## src/design/mctda_pkg.sv

```systemverilog
// ----------------------------------------------------------------------------
// mctda_pkg: shared types and constants of the tick divider alarm block
// Holds the channel table geometry, the request and result payloads, the
// table entry layout and the rate divider lookup.
// ----------------------------------------------------------------------------
package mctda_pkg;

	localparam int CHANNELS  = 16;
	localparam int BASE_RATE = 1024;
	localparam int ADDR_W    = (CHANNELS > 1) ? $clog2(CHANNELS) : 1;
	localparam int SLOT_W    = ADDR_W + 1;
	localparam int DIV_W     = 10;
	localparam int TICK_W    = 10;
	localparam int ALARM_W   = 20;
	localparam logic [ALARM_W-1:0] ALARM_MAX = 20'd999999;

	typedef enum logic [2:0] {
		M_TICK  = 3'd0,
		M_OPEN  = 3'd1,
		M_CLOSE = 3'd2,
		M_RATE  = 3'd3,
		M_WAIT  = 3'd4,
		M_SET   = 3'd5,
		M_GET   = 3'd6,
		M_SLEEP = 3'd7
	} mode_t;

	typedef enum logic [2:0] {
		K_DONE    = 3'd0,
		K_ERROR   = 3'd1,
		K_WAKE    = 3'd2,
		K_ALARM   = 3'd3,
		K_SUSPEND = 3'd4,
		K_REPORT  = 3'd5
	} kind_t;

	typedef enum logic [1:0] {
		W_IDLE  = 2'd0,
		W_SLEEP = 2'd1,
		W_WOKEN = 2'd2
	} waiter_t;

	typedef struct packed {
		logic [2:0]         mode;
		logic [3:0]         channel;
		logic [15:0]        owner_id;
		logic [7:0]         frequency;
		logic [7:0]         write_length;
		logic [ALARM_W-1:0] alarm_value;
		logic [ALARM_W-1:0] alarm_interval;
	} req_t;

	typedef struct packed {
		logic [2:0]         kind;
		logic [3:0]         target_channel;
		logic [15:0]        target_owner;
		logic [ALARM_W-1:0] prev_value;
		logic [ALARM_W-1:0] old_interval;
		logic               last;
	} res_t;

	// One row of the channel table; all zero is the reset value.
	typedef struct packed {
		logic               open;
		logic [DIV_W-1:0]   divider;
		logic [15:0]        owner;
		logic [1:0]         waiter;
		logic [ALARM_W-1:0] acount;
		logic [ALARM_W-1:0] areload;
	} entry_t;

	// Divider for a power-of-two frequency of at least two.
	function automatic logic [DIV_W-1:0] rate_divider(input logic [7:0] freq);
		logic [DIV_W-1:0] d;
		d = '0;
		for (int i = 1; i < 8; i++) begin
			if (freq == 8'(1 << i)) begin
				d = DIV_W'(BASE_RATE >> i);
			end
		end
		return d;
	endfunction

endpackage

```

## src/design/mctda_stream_if.sv

```systemverilog
// ----------------------------------------------------------------------------
// mctda_stream_if: valid/ready channel
// Carries one payload of the given type from a source to a sink.
// ----------------------------------------------------------------------------
interface mctda_stream_if #(parameter type payload_t = logic);
	logic     valid;
	logic     ready;
	payload_t payload;

	modport source (output valid, output payload, input ready);
	modport sink (input valid, input payload, output ready);
endinterface

```

## src/design/mctda_mem.sv

```systemverilog
// ----------------------------------------------------------------------------
// mctda_mem: channel table memory
// One write port and one registered read port; rows never written since
// reset read as zero through a per-row valid bit.
// ----------------------------------------------------------------------------
module mctda_mem (
	input  logic                    clk,
	input  logic                    arst_n,
	input  logic                    rd_en,
	input  logic [mctda_pkg::ADDR_W-1:0] rd_addr,
	output mctda_pkg::entry_t       rd_data,
	input  logic                    wr_en,
	input  logic [mctda_pkg::ADDR_W-1:0] wr_addr,
	input  mctda_pkg::entry_t       wr_data
);
	import mctda_pkg::*;

	entry_t              mem [CHANNELS];
	logic [CHANNELS-1:0] vld_q;
	entry_t              raw_q;
	logic                raw_vld_q;

	always_ff @(posedge clk) begin
		if (wr_en) begin
			mem[wr_addr] <= wr_data;
		end
		if (rd_en) begin
			raw_q <= mem[rd_addr];
		end
	end

	always_ff @(posedge clk or negedge arst_n) begin
		if (!arst_n) begin
			vld_q     <= '0;
			raw_vld_q <= 1'b0;
		end else begin
			if (wr_en) begin
				vld_q[wr_addr] <= 1'b1;
			end
			if (rd_en) begin
				raw_vld_q <= vld_q[rd_addr];
			end
		end
	end

	assign rd_data = raw_vld_q ? raw_q : '0;

endmodule

```

## src/design/multi_channel_tick_divider_alarm.sv

```systemverilog
// ----------------------------------------------------------------------------
// multi_channel_tick_divider_alarm: table of periodic-interrupt channels
// Keeps the channel table in a memory and answers one request at a time.
// ----------------------------------------------------------------------------
// A non-tick request passes through RD and EX; its result is registered from EX.
// A tick sweeps the rows from zero to the highest opened one and closes with a DONE
//   result (straight to DONE with no slot opened); the once-a-second tick
//   sweeps the rows twice, alarms first, then wakes.
// Output stalls hold the sequencer in EX and DONE.
// Reset: asynchronous; tick count goes to one, no slot opened, table rows
//   read as zero until written.
module multi_channel_tick_divider_alarm (
	input logic clk,
	input logic arst_n,
	mctda_stream_if.sink   request,
	mctda_stream_if.source result
);
	import mctda_pkg::*;

	// Sequencer states: IDLE takes a request, RD reads a table row, EX
	// modifies it and writes it back, DONE emits the closing result of a tick.
	typedef enum logic [3:0] {
		S_IDLE = 4'b0001,
		S_RD   = 4'b0010,
		S_EX   = 4'b0100,
		S_DONE = 4'b1000
	} state_t;

	state_t              state_q;
	req_t                req_q;
	logic [ADDR_W-1:0]   addr_q;
	logic                wake_pass_q;  // Tick sweep: 0 alarms, 1 wakes.
	logic [TICK_W-1:0]   tick_q;
	logic                any_q;
	logic [ADDR_W-1:0]   hi_q;
	logic                out_valid_q;
	res_t                out_q;

	entry_t              rd_data;
	entry_t              ex_entry;
	logic                ex_wr;
	logic                ex_emit;
	logic                ex_err;
	res_t                ex_res;
	res_t                done_res;
	logic                out_free;
	logic                accept;
	logic [SLOT_W-1:0]   next_slot;
	logic [SLOT_W-1:0]   req_slot;
	logic                chan_bad;
	logic [ALARM_W-1:0]  acount_dec;
	mode_t               req_mode;
	mode_t               in_mode;

	assign request.ready = (state_q == S_IDLE);
	assign accept        = request.valid && request.ready;
	assign out_free      = !out_valid_q || result.ready;
	assign result.valid  = out_valid_q;
	assign result.payload = out_q;

	assign in_mode   = mode_t'(request.payload.mode);
	assign req_mode  = mode_t'(req_q.mode);
	assign next_slot = any_q ? (SLOT_W'(hi_q) + SLOT_W'(1)) : '0;
	assign req_slot  = SLOT_W'(req_q.channel);
	assign chan_bad  = (SLOT_W'(req_q.channel) >= SLOT_W'(CHANNELS))
		|| (req_q.channel > 4'(CHANNELS - 1));
	assign acount_dec = rd_data.acount - ALARM_W'(1);

	// The closing result of a tick.
	always_comb begin
		done_res      = '0;
		done_res.kind = K_DONE;
		done_res.last = 1'b1;
	end

	mctda_mem u_mem (
		.clk     (clk),
		.arst_n  (arst_n),
		.rd_en   (state_q == S_RD),
		.rd_addr (addr_q),
		.rd_data (rd_data),
		.wr_en   ((state_q == S_EX) && ex_wr && out_free),
		.wr_addr (addr_q),
		.wr_data (ex_entry)
	);

	// Modify step: the row just read, the latched request and the sweep
	// phase give the new row and at most one result.
	always_comb begin
		ex_entry = rd_data;
		ex_wr    = 1'b0;
		ex_emit  = 1'b1;
		ex_err   = 1'b0;
		ex_res   = '0;
		ex_res.last = 1'b1;
		ex_res.kind = K_DONE;
		unique case (req_mode)
			M_TICK: begin
				ex_emit = 1'b0;
				ex_res.last = 1'b0;
				ex_res.target_channel = 4'(addr_q);
				ex_res.target_owner = rd_data.owner;
				if (!wake_pass_q) begin
					if (rd_data.acount != '0) begin
						ex_wr = 1'b1;
						if (acount_dec == '0) begin
							ex_entry.acount  = rd_data.areload;
							ex_entry.areload = '0;
							ex_emit = 1'b1;
							ex_res.kind = K_ALARM;
						end else begin
							ex_entry.acount = acount_dec;
						end
					end
				end else if ((rd_data.divider != '0)
						&& ((tick_q & (rd_data.divider - DIV_W'(1))) == '0)
						&& (rd_data.waiter == W_SLEEP)) begin
					ex_wr = 1'b1;
					ex_entry.waiter = W_WOKEN;
					ex_emit = 1'b1;
					ex_res.kind = K_WAKE;
				end
			end
			M_OPEN: begin
				if (next_slot >= SLOT_W'(CHANNELS)) begin
					ex_err = 1'b1;
				end else begin
					ex_wr = 1'b1;
					ex_entry = '0;
					ex_entry.open = 1'b1;
					ex_entry.divider = DIV_W'(BASE_RATE / 2);
					ex_entry.owner = req_q.owner_id;
					ex_res.target_channel = 4'(next_slot);
					ex_res.target_owner = req_q.owner_id;
				end
			end
			M_CLOSE: begin
				if (chan_bad) begin
					ex_err = 1'b1;
				end else begin
					ex_wr = 1'b1;
					ex_entry = '0;
					ex_res.target_channel = req_q.channel;
				end
			end
			M_RATE: begin
				if (chan_bad || (req_q.write_length < 8'd4) || (req_q.frequency < 8'd2)
						|| (11'(req_q.frequency) > 11'(BASE_RATE))
						|| ((req_q.frequency & (req_q.frequency - 8'd1)) != 8'd0)) begin
					ex_err = 1'b1;
				end else begin
					ex_wr = 1'b1;
					ex_entry.divider = rate_divider(req_q.frequency);
					ex_res.target_channel = req_q.channel;
				end
			end
			M_WAIT: begin
				if (chan_bad || !rd_data.open) begin
					ex_err = 1'b1;
				end else begin
					ex_res.target_channel = req_q.channel;
					if (rd_data.waiter == W_IDLE) begin
						ex_wr = 1'b1;
						ex_entry.waiter = W_SLEEP;
						ex_res.kind = K_SUSPEND;
						ex_res.target_owner = rd_data.owner;
					end else if (rd_data.waiter == W_WOKEN) begin
						ex_wr = 1'b1;
						ex_entry.waiter = W_IDLE;
					end
				end
			end
			M_SET, M_SLEEP: begin
				if (!any_q || (req_q.alarm_value > ALARM_MAX)
						|| ((req_mode == M_SET) && (req_q.alarm_interval > ALARM_MAX))
						|| ((req_mode == M_SLEEP) && ((req_q.alarm_value == '0)
							|| (req_q.alarm_interval != '0)))) begin
					ex_err = 1'b1;
				end else begin
					ex_wr = 1'b1;
					ex_entry.acount  = req_q.alarm_value;
					ex_entry.areload = req_q.alarm_interval;
					ex_res.target_channel = 4'(hi_q);
					ex_res.prev_value   = rd_data.acount;
					ex_res.old_interval = rd_data.areload;
				end
			end
			M_GET: begin
				if (!any_q) begin
					ex_err = 1'b1;
				end else begin
					ex_res.kind = K_REPORT;
					ex_res.target_channel = 4'(hi_q);
					if (rd_data.acount != '0) begin
						ex_res.prev_value   = rd_data.acount;
						ex_res.old_interval = rd_data.areload;
					end
				end
			end
			default: begin
				ex_err = 1'b1;
			end
		endcase
		if (ex_err) begin
			ex_wr  = 1'b0;
			ex_res = '0;
			ex_res.kind = K_ERROR;
			ex_res.last = 1'b1;
		end
	end

	// Request sequencer and the scalar state beside the table.
	always_ff @(posedge clk or negedge arst_n) begin
		if (!arst_n) begin
			state_q     <= S_IDLE;
			tick_q      <= TICK_W'(1);
			any_q       <= 1'b0;
			hi_q        <= '0;
			wake_pass_q <= 1'b0;
			addr_q      <= '0;
		end else begin
			unique case (state_q)
				S_IDLE: begin
					if (accept) begin
						unique case (in_mode)
							M_TICK: begin
								addr_q <= '0;
								if (!any_q) begin
									tick_q  <= tick_q + TICK_W'(1);
									state_q <= S_DONE;
								end else if ((tick_q & TICK_W'(BASE_RATE - 1)) == '0) begin
									wake_pass_q <= 1'b0;
									state_q     <= S_RD;
								end else begin
									wake_pass_q <= 1'b1;
									tick_q      <= tick_q + TICK_W'(1);
									state_q     <= S_RD;
								end
							end
							M_OPEN: begin
								addr_q  <= ADDR_W'(next_slot);
								state_q <= S_RD;
							end
							M_CLOSE, M_RATE, M_WAIT: begin
								addr_q  <= ADDR_W'(request.payload.channel);
								state_q <= S_RD;
							end
							default: begin
								addr_q  <= hi_q;
								state_q <= S_RD;
							end
						endcase
					end
				end
				S_RD: begin
					state_q <= S_EX;
				end
				S_EX: begin
					if (out_free) begin
						if (req_mode == M_TICK) begin
							if (addr_q == hi_q) begin
								if (!wake_pass_q) begin
									wake_pass_q <= 1'b1;
									tick_q      <= tick_q + TICK_W'(1);
									addr_q      <= '0;
									state_q     <= S_RD;
								end else begin
									state_q <= S_DONE;
								end
							end else begin
								addr_q  <= addr_q + ADDR_W'(1);
								state_q <= S_RD;
							end
						end else begin
							if (!ex_err && (req_mode == M_OPEN)) begin
								any_q  <= 1'b1;
								hi_q   <= ADDR_W'(next_slot);
								tick_q <= TICK_W'(1);
							end
							if (!ex_err && (req_mode == M_CLOSE)) begin
								tick_q <= TICK_W'(1);
							end
							state_q <= S_IDLE;
						end
					end
				end
				S_DONE: begin
					if (out_free) begin
						state_q <= S_IDLE;
					end
				end
				default: begin
					state_q <= S_IDLE;
				end
			endcase
		end
	end

	// The output register loads a new result whenever the previous one is gone.
	always_ff @(posedge clk or negedge arst_n) begin
		if (!arst_n) begin
			out_valid_q <= 1'b0;
		end else if (out_free) begin
			out_valid_q <= ((state_q == S_EX) && ex_emit) || (state_q == S_DONE);
		end
	end

	always_ff @(posedge clk) begin
		if (accept) begin
			req_q <= request.payload;
		end
		if ((state_q == S_EX) && out_free && ex_emit) begin
			out_q <= ex_res;
		end else if ((state_q == S_DONE) && out_free) begin
			out_q <= done_res;
		end
	end

`ifndef SYNTHESIS
	a_accept_reads: assert property (@(posedge clk) disable iff (!arst_n)
		accept && (request.payload.mode != M_TICK) |=> state_q == S_RD)
		else $error("non-tick request did not start a table read");
	a_hi_in_range: assert property (@(posedge clk) disable iff (!arst_n)
		any_q |-> SLOT_W'(hi_q) < SLOT_W'(CHANNELS))
		else $error("highest opened slot beyond the table");
	a_kind_legal: assert property (@(posedge clk) disable iff (!arst_n)
		out_valid_q |-> out_q.kind <= K_REPORT)
		else $error("result kind out of range");
	a_mid_signal: assert property (@(posedge clk) disable iff (!arst_n)
		out_valid_q && !out_q.last |-> out_q.kind == K_ALARM || out_q.kind == K_WAKE)
		else $error("non-final result is not a signal");
`endif

endmodule

```

## src/flat_wrapper.sv

```systemverilog
// flat-port wrapper written by rule: the top's interface ports become plain ports
module multi_channel_tick_divider_alarm_flat import mctda_pkg::*;
  (clk, arst_n, request_valid, request_payload, request_ready, result_valid, result_payload, result_ready);
  mctda_stream_if #(.payload_t(req_t)) request_i ();
  mctda_stream_if #(.payload_t(res_t)) result_i ();
  input logic clk;
  input logic arst_n;
  input wire logic [$bits(request_i.valid)-1:0] request_valid;
  input wire logic [$bits(request_i.payload)-1:0] request_payload;
  output wire logic [$bits(request_i.ready)-1:0] request_ready;
  output wire logic [$bits(result_i.valid)-1:0] result_valid;
  output wire logic [$bits(result_i.payload)-1:0] result_payload;
  input wire logic [$bits(result_i.ready)-1:0] result_ready;
  assign request_i.valid = request_valid;
  assign request_i.payload = request_payload;
  assign request_ready = request_i.ready;
  assign result_valid = result_i.valid;
  assign result_payload = result_i.payload;
  assign result_i.ready = result_ready;
  multi_channel_tick_divider_alarm u_core (.clk(clk), .arst_n(arst_n), .request(request_i), .result(result_i));
endmodule
```

## config.mk

```make
export PLATFORM = sky130hd
export DESIGN_NAME = multi_channel_tick_divider_alarm_flat
export DESIGN_NICKNAME = d
export VERILOG_FILES = /design/src/design/mctda_pkg.sv /design/src/design/mctda_stream_if.sv /design/src/design/mctda_mem.sv /design/src/design/multi_channel_tick_divider_alarm.sv /design/src/flat_wrapper.sv
export SDC_FILE = /design/constraint.sdc
export NUM_CORES = 1
export LEC_CHECK = 0
export BUFFER_PORTS_ARGS = -buffer_cell sky130_fd_sc_hd__buf_2
export CAP_MARGIN = 20
export CORE_ASPECT_RATIO = 1.2
export CORE_MARGIN = 4
export CORE_UTILIZATION = 60
export CTS_CLUSTER_DIAMETER = 60
export DETAILED_ROUTE_END_ITERATION = 8
export GPL_ROUTABILITY_DRIVEN = 0
export PLACE_DENSITY = 0.77
export SLEW_MARGIN = 30
export SYNTH_ARGS = -nofsm -noshare
export SYNTH_HDL_FRONTEND = slang
export SYNTH_SLANG_ARGS = --single-unit
```

## constraint.sdc

```tcl
create_clock -name clk -period 26.9 [get_ports clk]
set_input_delay 2.69 -clock clk [delete_from_list [all_inputs] [get_ports clk]]
set_output_delay 2.69 -clock clk [all_outputs]
set_load 0.03 [all_outputs]
```

== Word level (Yosys, flattened, before mapping) ==
Memory sizes are Yosys's and may differ from the RTL's. A register that Yosys moved wholly into a read port is not among the register bits.
Index checks and enable logic that the tools add are counted.
Widths: inputs -> output; s select.

* Add/sub/neg operators: 6
* Order comparisons: 9
* Eq/ne operators: 37
* Muxes and demuxes: 114
* Bitwise gates (word level): 4
* Reduce and logical (&&, ||, !) cells: 49

{| class="wikitable"
|+ Operators by type and width
! operator !! number
|-
| $mux 40 || 6
|-
| $mux 69 || 3
|-
| $mux 64 || 3
|-
| $mux 10 || 18
|-
| $pmux 40 s4 || 1
|-
| $pmux 40 s2 || 1
|-
| $mux 4 || 16
|-
| $mux 20 || 3
|-
| $pmux 16 s3 || 1
|-
| $gt 20x20->1 const B || 2
|-
| $logic_not 20->1 || 2
|-
| $reduce_bool 20->1 || 2
|-
| $mux 1 || 33
|-
| $pmux 16 s2 || 1
|-
| $pmux 10 s3 || 1
|-
| $pmux 4 s7 || 1
|-
| $mux 23 || 1
|-
| $logic_not 10->1 || 2
|-
| $pmux 10 s2 || 1
|-
| $sub 20x1->20 const B || 1
|-
| $mux 16 || 1
|-
| $or 16x16->16 || 1
|-
| $pmux 4 s4 || 1
|-
| $eq 3x3->1 const B || 5
|-
| other kinds (62) || 112
|}

* Register bits after elaboration: 185
* Bits in writable memories: 1104
* Input bits: 83
* Output and inout bits: 66
* Logic and storage cells: 242
* Memories: 1

{| class="wikitable"
|+ Memories
! name !! words !! bits a word !! read ports !! clocked after memory_dff !! write ports !! RTL line !! RTL
|-
| u_core.u_mem.mem || 16 || 69 || 1 || 1 || 1 || mctda_mem.sv:18 || <nowiki>entry_t mem [CHANNELS];</nowiki>
|}

== Logic depth before layout (Yosys ltp) ==
* Word-level depth: 14
* Gate-level depth with buffers: 16
* Gate-level depth less buffers: 9

== Cells and area by module ==
From an unflattened synthesis, not the netlist that was laid out.

* Cell total of the unflattened synthesis: 2575
* Area, all modules: 53867.9 um^2

{| class="wikitable"
|+ By module, submodules not included
! module !! instances !! cells each !! area an instance (um^2) !! seq. area each (um^2)
|-
| mctda_mem || 1 || 1736 || 44707.9 || 35649.2
|-
| multi_channel_tick_divider_alarm || 1 || 839 || 9160.0 || 4862.2
|}

== Worst setup path before layout ==
Ideal clock, no wire load.

* Path type: in2reg
* From: input port result_ready
* To: memory u_core.u_mem.mem[3][0] (netlist bit) (enable)
* Library setup time: 0.580 ns
* Arrival: 8.843 ns
* Data required time: 26.320 ns
* Setup slack: 17.476 ns
* Cell stages on the path: 7
* Buffers on the path: 0
* Cells stage by stage: nand2b_1 nand2_1 a21oi_1 nand2_1 nor4_1 o31ai_1 nor3_1

* Word-level cells in the longest chain between the ends: 4

{| class="wikitable"
|+ RTL lines
! element !! RTL line !! RTL
|-
| start, declared || flat_wrapper.sv:13 || <nowiki>input wire logic [$bits(result_i.ready)-1:0] result_ready;</nowiki>
|-
| $logic_or 1x1->1 || multi_channel_tick_divider_alarm.sv:57 || <nowiki>assign out_free = !out_valid_q || result.ready;</nowiki>
|-
| $logic_and 1x1->1 || multi_channel_tick_divider_alarm.sv:82 || <nowiki>.wr_en ((state_q == S_EX) && ex_wr && out_free),</nowiki>
|-
| $mux 1 || mctda_mem.sv:24 || <nowiki>if (wr_en) begin</nowiki>
|-
| $mux 1 (not written as such) || mctda_mem.sv:25 || <nowiki>mem[wr_addr] <= wr_data;</nowiki>
|-
| end, declared || mctda_mem.sv:18 ||
|}

Every way passes these cells.

== Worst setup path in the final report ==
* From: register u_core.u_mem.raw_vld_q
* To: memory u_core.u_mem.mem[4][31] (netlist bit) (enable)

* Word-level cells in the longest chain between the ends: 14
* Elaborated cells between the ends (all ways): 27
* Those cells by class: add/sub (1); eq/ne (2); mux (13); bitwise (1); reduce/logical (10)

{| class="wikitable"
|+ RTL lines
! element !! RTL line !! RTL
|-
| start, declared || mctda_mem.sv:21 || <nowiki>logic raw_vld_q;</nowiki>
|-
| start signal, assigned || mctda_mem.sv:41 || <nowiki>raw_vld_q <= vld_q[rd_addr];</nowiki>
|-
| $mux 69 * || mctda_mem.sv:46 || <nowiki>assign rd_data = raw_vld_q ? raw_q : '0;</nowiki>
|-
| $sub 10x1->10 || multi_channel_tick_divider_alarm.sv:116 || <nowiki>&& ((tick_q & (rd_data.divider - DIV_W'(1))) == '0)</nowiki>
|-
| $and 10x10->10 || multi_channel_tick_divider_alarm.sv:116 ||
|-
| $logic_not 10->1 || multi_channel_tick_divider_alarm.sv:116 ||
|-
| $logic_and 1x1->1 || multi_channel_tick_divider_alarm.sv:116 ||
|-
| $logic_and 1x1->1 || multi_channel_tick_divider_alarm.sv:117 || <nowiki>&& (rd_data.waiter == W_SLEEP)) begin</nowiki>
|-
| $mux 1 || multi_channel_tick_divider_alarm.sv:115 || <nowiki>end else if ((rd_data.divider != '0)</nowiki>
|-
| $mux 1 || multi_channel_tick_divider_alarm.sv:103 || <nowiki>if (!wake_pass_q) begin</nowiki>
|-
| $pmux 1 s6 || multi_channel_tick_divider_alarm.sv:97 || <nowiki>unique case (req_mode)</nowiki>
|-
| $mux 1 * || multi_channel_tick_divider_alarm.sv:204 || <nowiki>if (ex_err) begin</nowiki>
|-
| $logic_and 1x1->1 * (2 in a row) || multi_channel_tick_divider_alarm.sv:82 ||
|-
| $mux 1 * || mctda_mem.sv:24 ||
|-
| $mux 1 (not written as such) * || mctda_mem.sv:25 ||
|}

Every way passes the cells marked *; elsewhere a longest branch is shown, timed or not.

==> metrics <==
number of stages on the worst setup path=11; skew final=0.0360 ns; Bufs on Longest Clock Path=3; CP Class=register to register; delay of the slowest critical-path stage=0.96 ns; cell taking the most area after synthesis=edfxtp_1; Final setup viols=0; largest net degree at the start of global routing=72; clock tree sinks=1,356; Final Hold Viols=0; CP endpoint kind=register; placed cell area=56,200 µm²; die area=94,600 µm²; number of I/O pins=149; EDFF count, synth=1,314; Power Density=~83 nW/µm²; Worst-Skew Late Latency=0.72 ns; detailed placer's ending HPWL=between 70,000 and 80,000 µm; Avg Inst Size Synth=~20 µm²; fmax=0.166 GHz; wire length per cell=around 34 µm; Final Cycle Share=between 20% and 30%; top cells by area, synth=edfxtp_1 73%, mux4_2 15%, dfrtp_1 1.9%; routed vias=29,439; routed wire length=between 100,000 and 150,000 µm; fin crit period=about 6 ns; core area=89,200 µm²; Non-Filler Instances=roughly 4,000; status=finished, final reports clean; warnings from Yosys=0; worst reg2reg startpoint=u_core.u_mem.raw_vld_q; Chip Height=336 µm; Starting DRT DRC Count=4,636; Mapped Cells=~2,600; Layout area overhead=12.3%; Top Family by Delay on Critical Path=simple AND/OR/NAND/NOR gates; Crit path required time=about 27 ns; H-tree lvl count=3; Async S/R FF share, synth=3.10%; sequential-to-total area share from yosys stat=around 75%; CP most frequent cell=buf_4; vias in the first global route=29,824; Setup TNS Final=0 ns; CTS root buf=clkbuf_16; slew of the pin with the lowest slew margin=1.13 ns; initial antenna violation count=1; CP Max Fanout=between 60 and 70; TritonCTS clock tree=done; Max VDD drop=0.0000586 V; Via density=between 7 and 8; Lkg Pwr=17.2 nW; Top FF cell, synth=edfxtp_1; Slowest-stage cell, CP=and4_4; area of the multi-input gates=12,900 µm²; share of cells above drive strength 1=between 20% and 30%; cell count after placement=3,882; Hold Path Class=register to register; count of hold-fix buffers inserted at cts=0; Post-CTS Resized=0; Tot Pwr=0.00504 W; clk slew on worst S/H paths=0.07 ns; max cap viols=0; Worst Path Buf+Inv=3; R2R depth=11; Setup crit start=u_core.u_mem.raw_vld_q; Rows=120; post-synth cell types=79; Die Width=roughly 280 µm; Slew HR=between 20% and 30%; starting density of the core=about three fifths; register cell area after layout=40,500 µm²; drt drc=0; first-pass GRT wire length=204,000 µm; FF+latch count, synth=~1,400; Hold Startpoint=u_core.u_mem.vld_q[7]; WHS Path Cells=1; Overflow after GRT=0; RSZ-0062 raised after global routing=false; worst path cell trace=buf_4 -> nand2_1 -> ha_1 -> nor2b_1 -> a31oi_1 -> buf_4 -> o211ai_1 -> nand3b_1 -> or3_1 -> and4_4 -> buf_4; # Post-CTS Setup Buffers=0; CP Launch Type=register; total track usage=29.9%; first-pass iteration count of the detailed router=8; fillers=5,392; synthesized area=53,800 µm²; Syn Nets=about 2,700; Synth top area share=between 70% and 80%; TritonCTS buffer count=approximately 120; Final Max Tran Viols=0; design area=60,500 µm²; NumNets Final=2,942; Port Buffers=~150; post-route ant nets=0; CP arrival=6.35 ns
cell usage after synthesis (8+ instances only):
cell,count
nand2_1,111
nor2b_1,13
o21ai_0,47
inv_1,21
a32o_1,17
ha_1,10
a21oi_1,40
nand4_1,17
dfrtp_1,40
nor2_1,125
nor4_1,19
mux4_2,350
a31oi_1,13
and4_1,13
o221ai_1,17
o31ai_1,12
nor3_1,28
or3_1,13
and2_1,9
a32oi_1,20
xor2_1,10
o311ai_0,16
edfxtp_1,1314
nand3_1,52
buf_1,26
a41o_1,13
nand2b_1,12
or4_1,8
clkbuf_1,111
state kept, by name, indices dropped and copies added (netlist names):
register / cells
u_core.tick_q: 10
u_core.result.valid: 1
u_core.u_mem.raw_q: 69
u_core.u_mem.vld_q: 16
u_core.hi_q: 4
u_core.req_q: 74
u_core.state_q: 4
u_core.result.payload: 64
u_core.u_mem.raw_vld_q: 1
u_core.any_q: 1
u_core.addr_q: 4
u_core.u_mem.mem: 1104
u_core.wake_pass_q: 1
u_core.req_mode: 3
layout by cell type (no fill, tap or decap), types with 8 or more instances in the layout:
cell and instances:
clkbuf_16 123, nor4_1 18, o311ai_1 15, clkinv_1 31
a32o_1 17, dfrtp_1 35, nand2b_1 12, buf_2 145
nor2_1 122, a31oi_1 13, nor3_1 26, o31ai_1 12
inv_1 21, nand4_1 17, or3_1 13, buf_4 66
bufinv_16 19, nand2_1 111, xor2_1 10, clkbuf_1 20
or4_1 8, edfxtp_1 1314, a21oi_1 38, buf_6 12
mux4_2 350, o21ai_0 45, clkinv_2 20, nor2b_1 12
a32oi_1 20, o221ai_2 14, and4_4 12, nand3_1 52
ha_1 10, a41o_1 13
through the flow:
step                      setup slack (ns)  utilization (%)  hold slack, ns
after global routing                 20.72             67.8           0.476
after detailed placement             20.47             63.0           0.453
after floorplan                      17.48                -           0.431
after global placement               20.26             62.9           0.443
final                                20.88             67.8           0.469
after CTS                            21.10             67.6           0.468
cells by family (layout without fill, tap and decap cells):
logic type	after synthesis	after routing	synth area share, %
other	0	2	0
buffers and inverters	170	478	1.26
AO/OA/AOI/OAI	276	276	3.87
flip-flops	1356	1356	75.2
adder cells (fa/ha/maj)	10	10	0.232
AND/OR/NAND/NOR	459	459	4.30
XOR/XNOR	17	17	0.277
multiplexers	359	359	14.8
path summary, 6_finish.rpt:
kind	endpoint	slack, ns
max in group asynchronous	u_core.addr_q[0]	24.52
worst min-delay path	u_core.u_mem.vld_q[7]	0.47
worst max-delay path	u_core.u_mem.mem[4][31]	20.88
worst max register to register	u_core.u_mem.mem[4][31]	20.88
worst min register to register	u_core.u_mem.vld_q[7]	0.47
min in group asynchronous	u_core.tick_q[7]	1.96
routing by layer:
| metal | wire (µm) | vias up | track usage, % |
|---|---|---|---|
| met4 | 6790 | 0 | 13.2 |
| met2 | 69100 | 2432 | 48.2 |
| met1 | 47500 | 15011 | 40.1 |
| met5 | 0 | - | 0 |
| met3 | 16900 | 436 | 6.79 |
| li1 | - | 11560 | - |
final cells by class:
class / instances / share of cell area [%]
Antenna cell: 2 / 0.00828
Clock buffer: 143 / 5.21
Clock inverter: 86 / 1.57
Inverter: 21 / 0.130
Multi-Input combinational cell: 1121 / 21.3
Sequential cell: 1356 / 67.0
Tap cell: 1159 / 2.40
Timing Repair Buffer: 228 / 2.41
report_power, final:
part | switching [W] | internal [W] | total (W)
logic | 0.000430 | 0.000323 | 0.000753
registers | 0.000111 | 0.00238 | 0.00249
clock network | 0.000771 | 0.00102 | 0.00179
(Power assumes the default switching activity.)
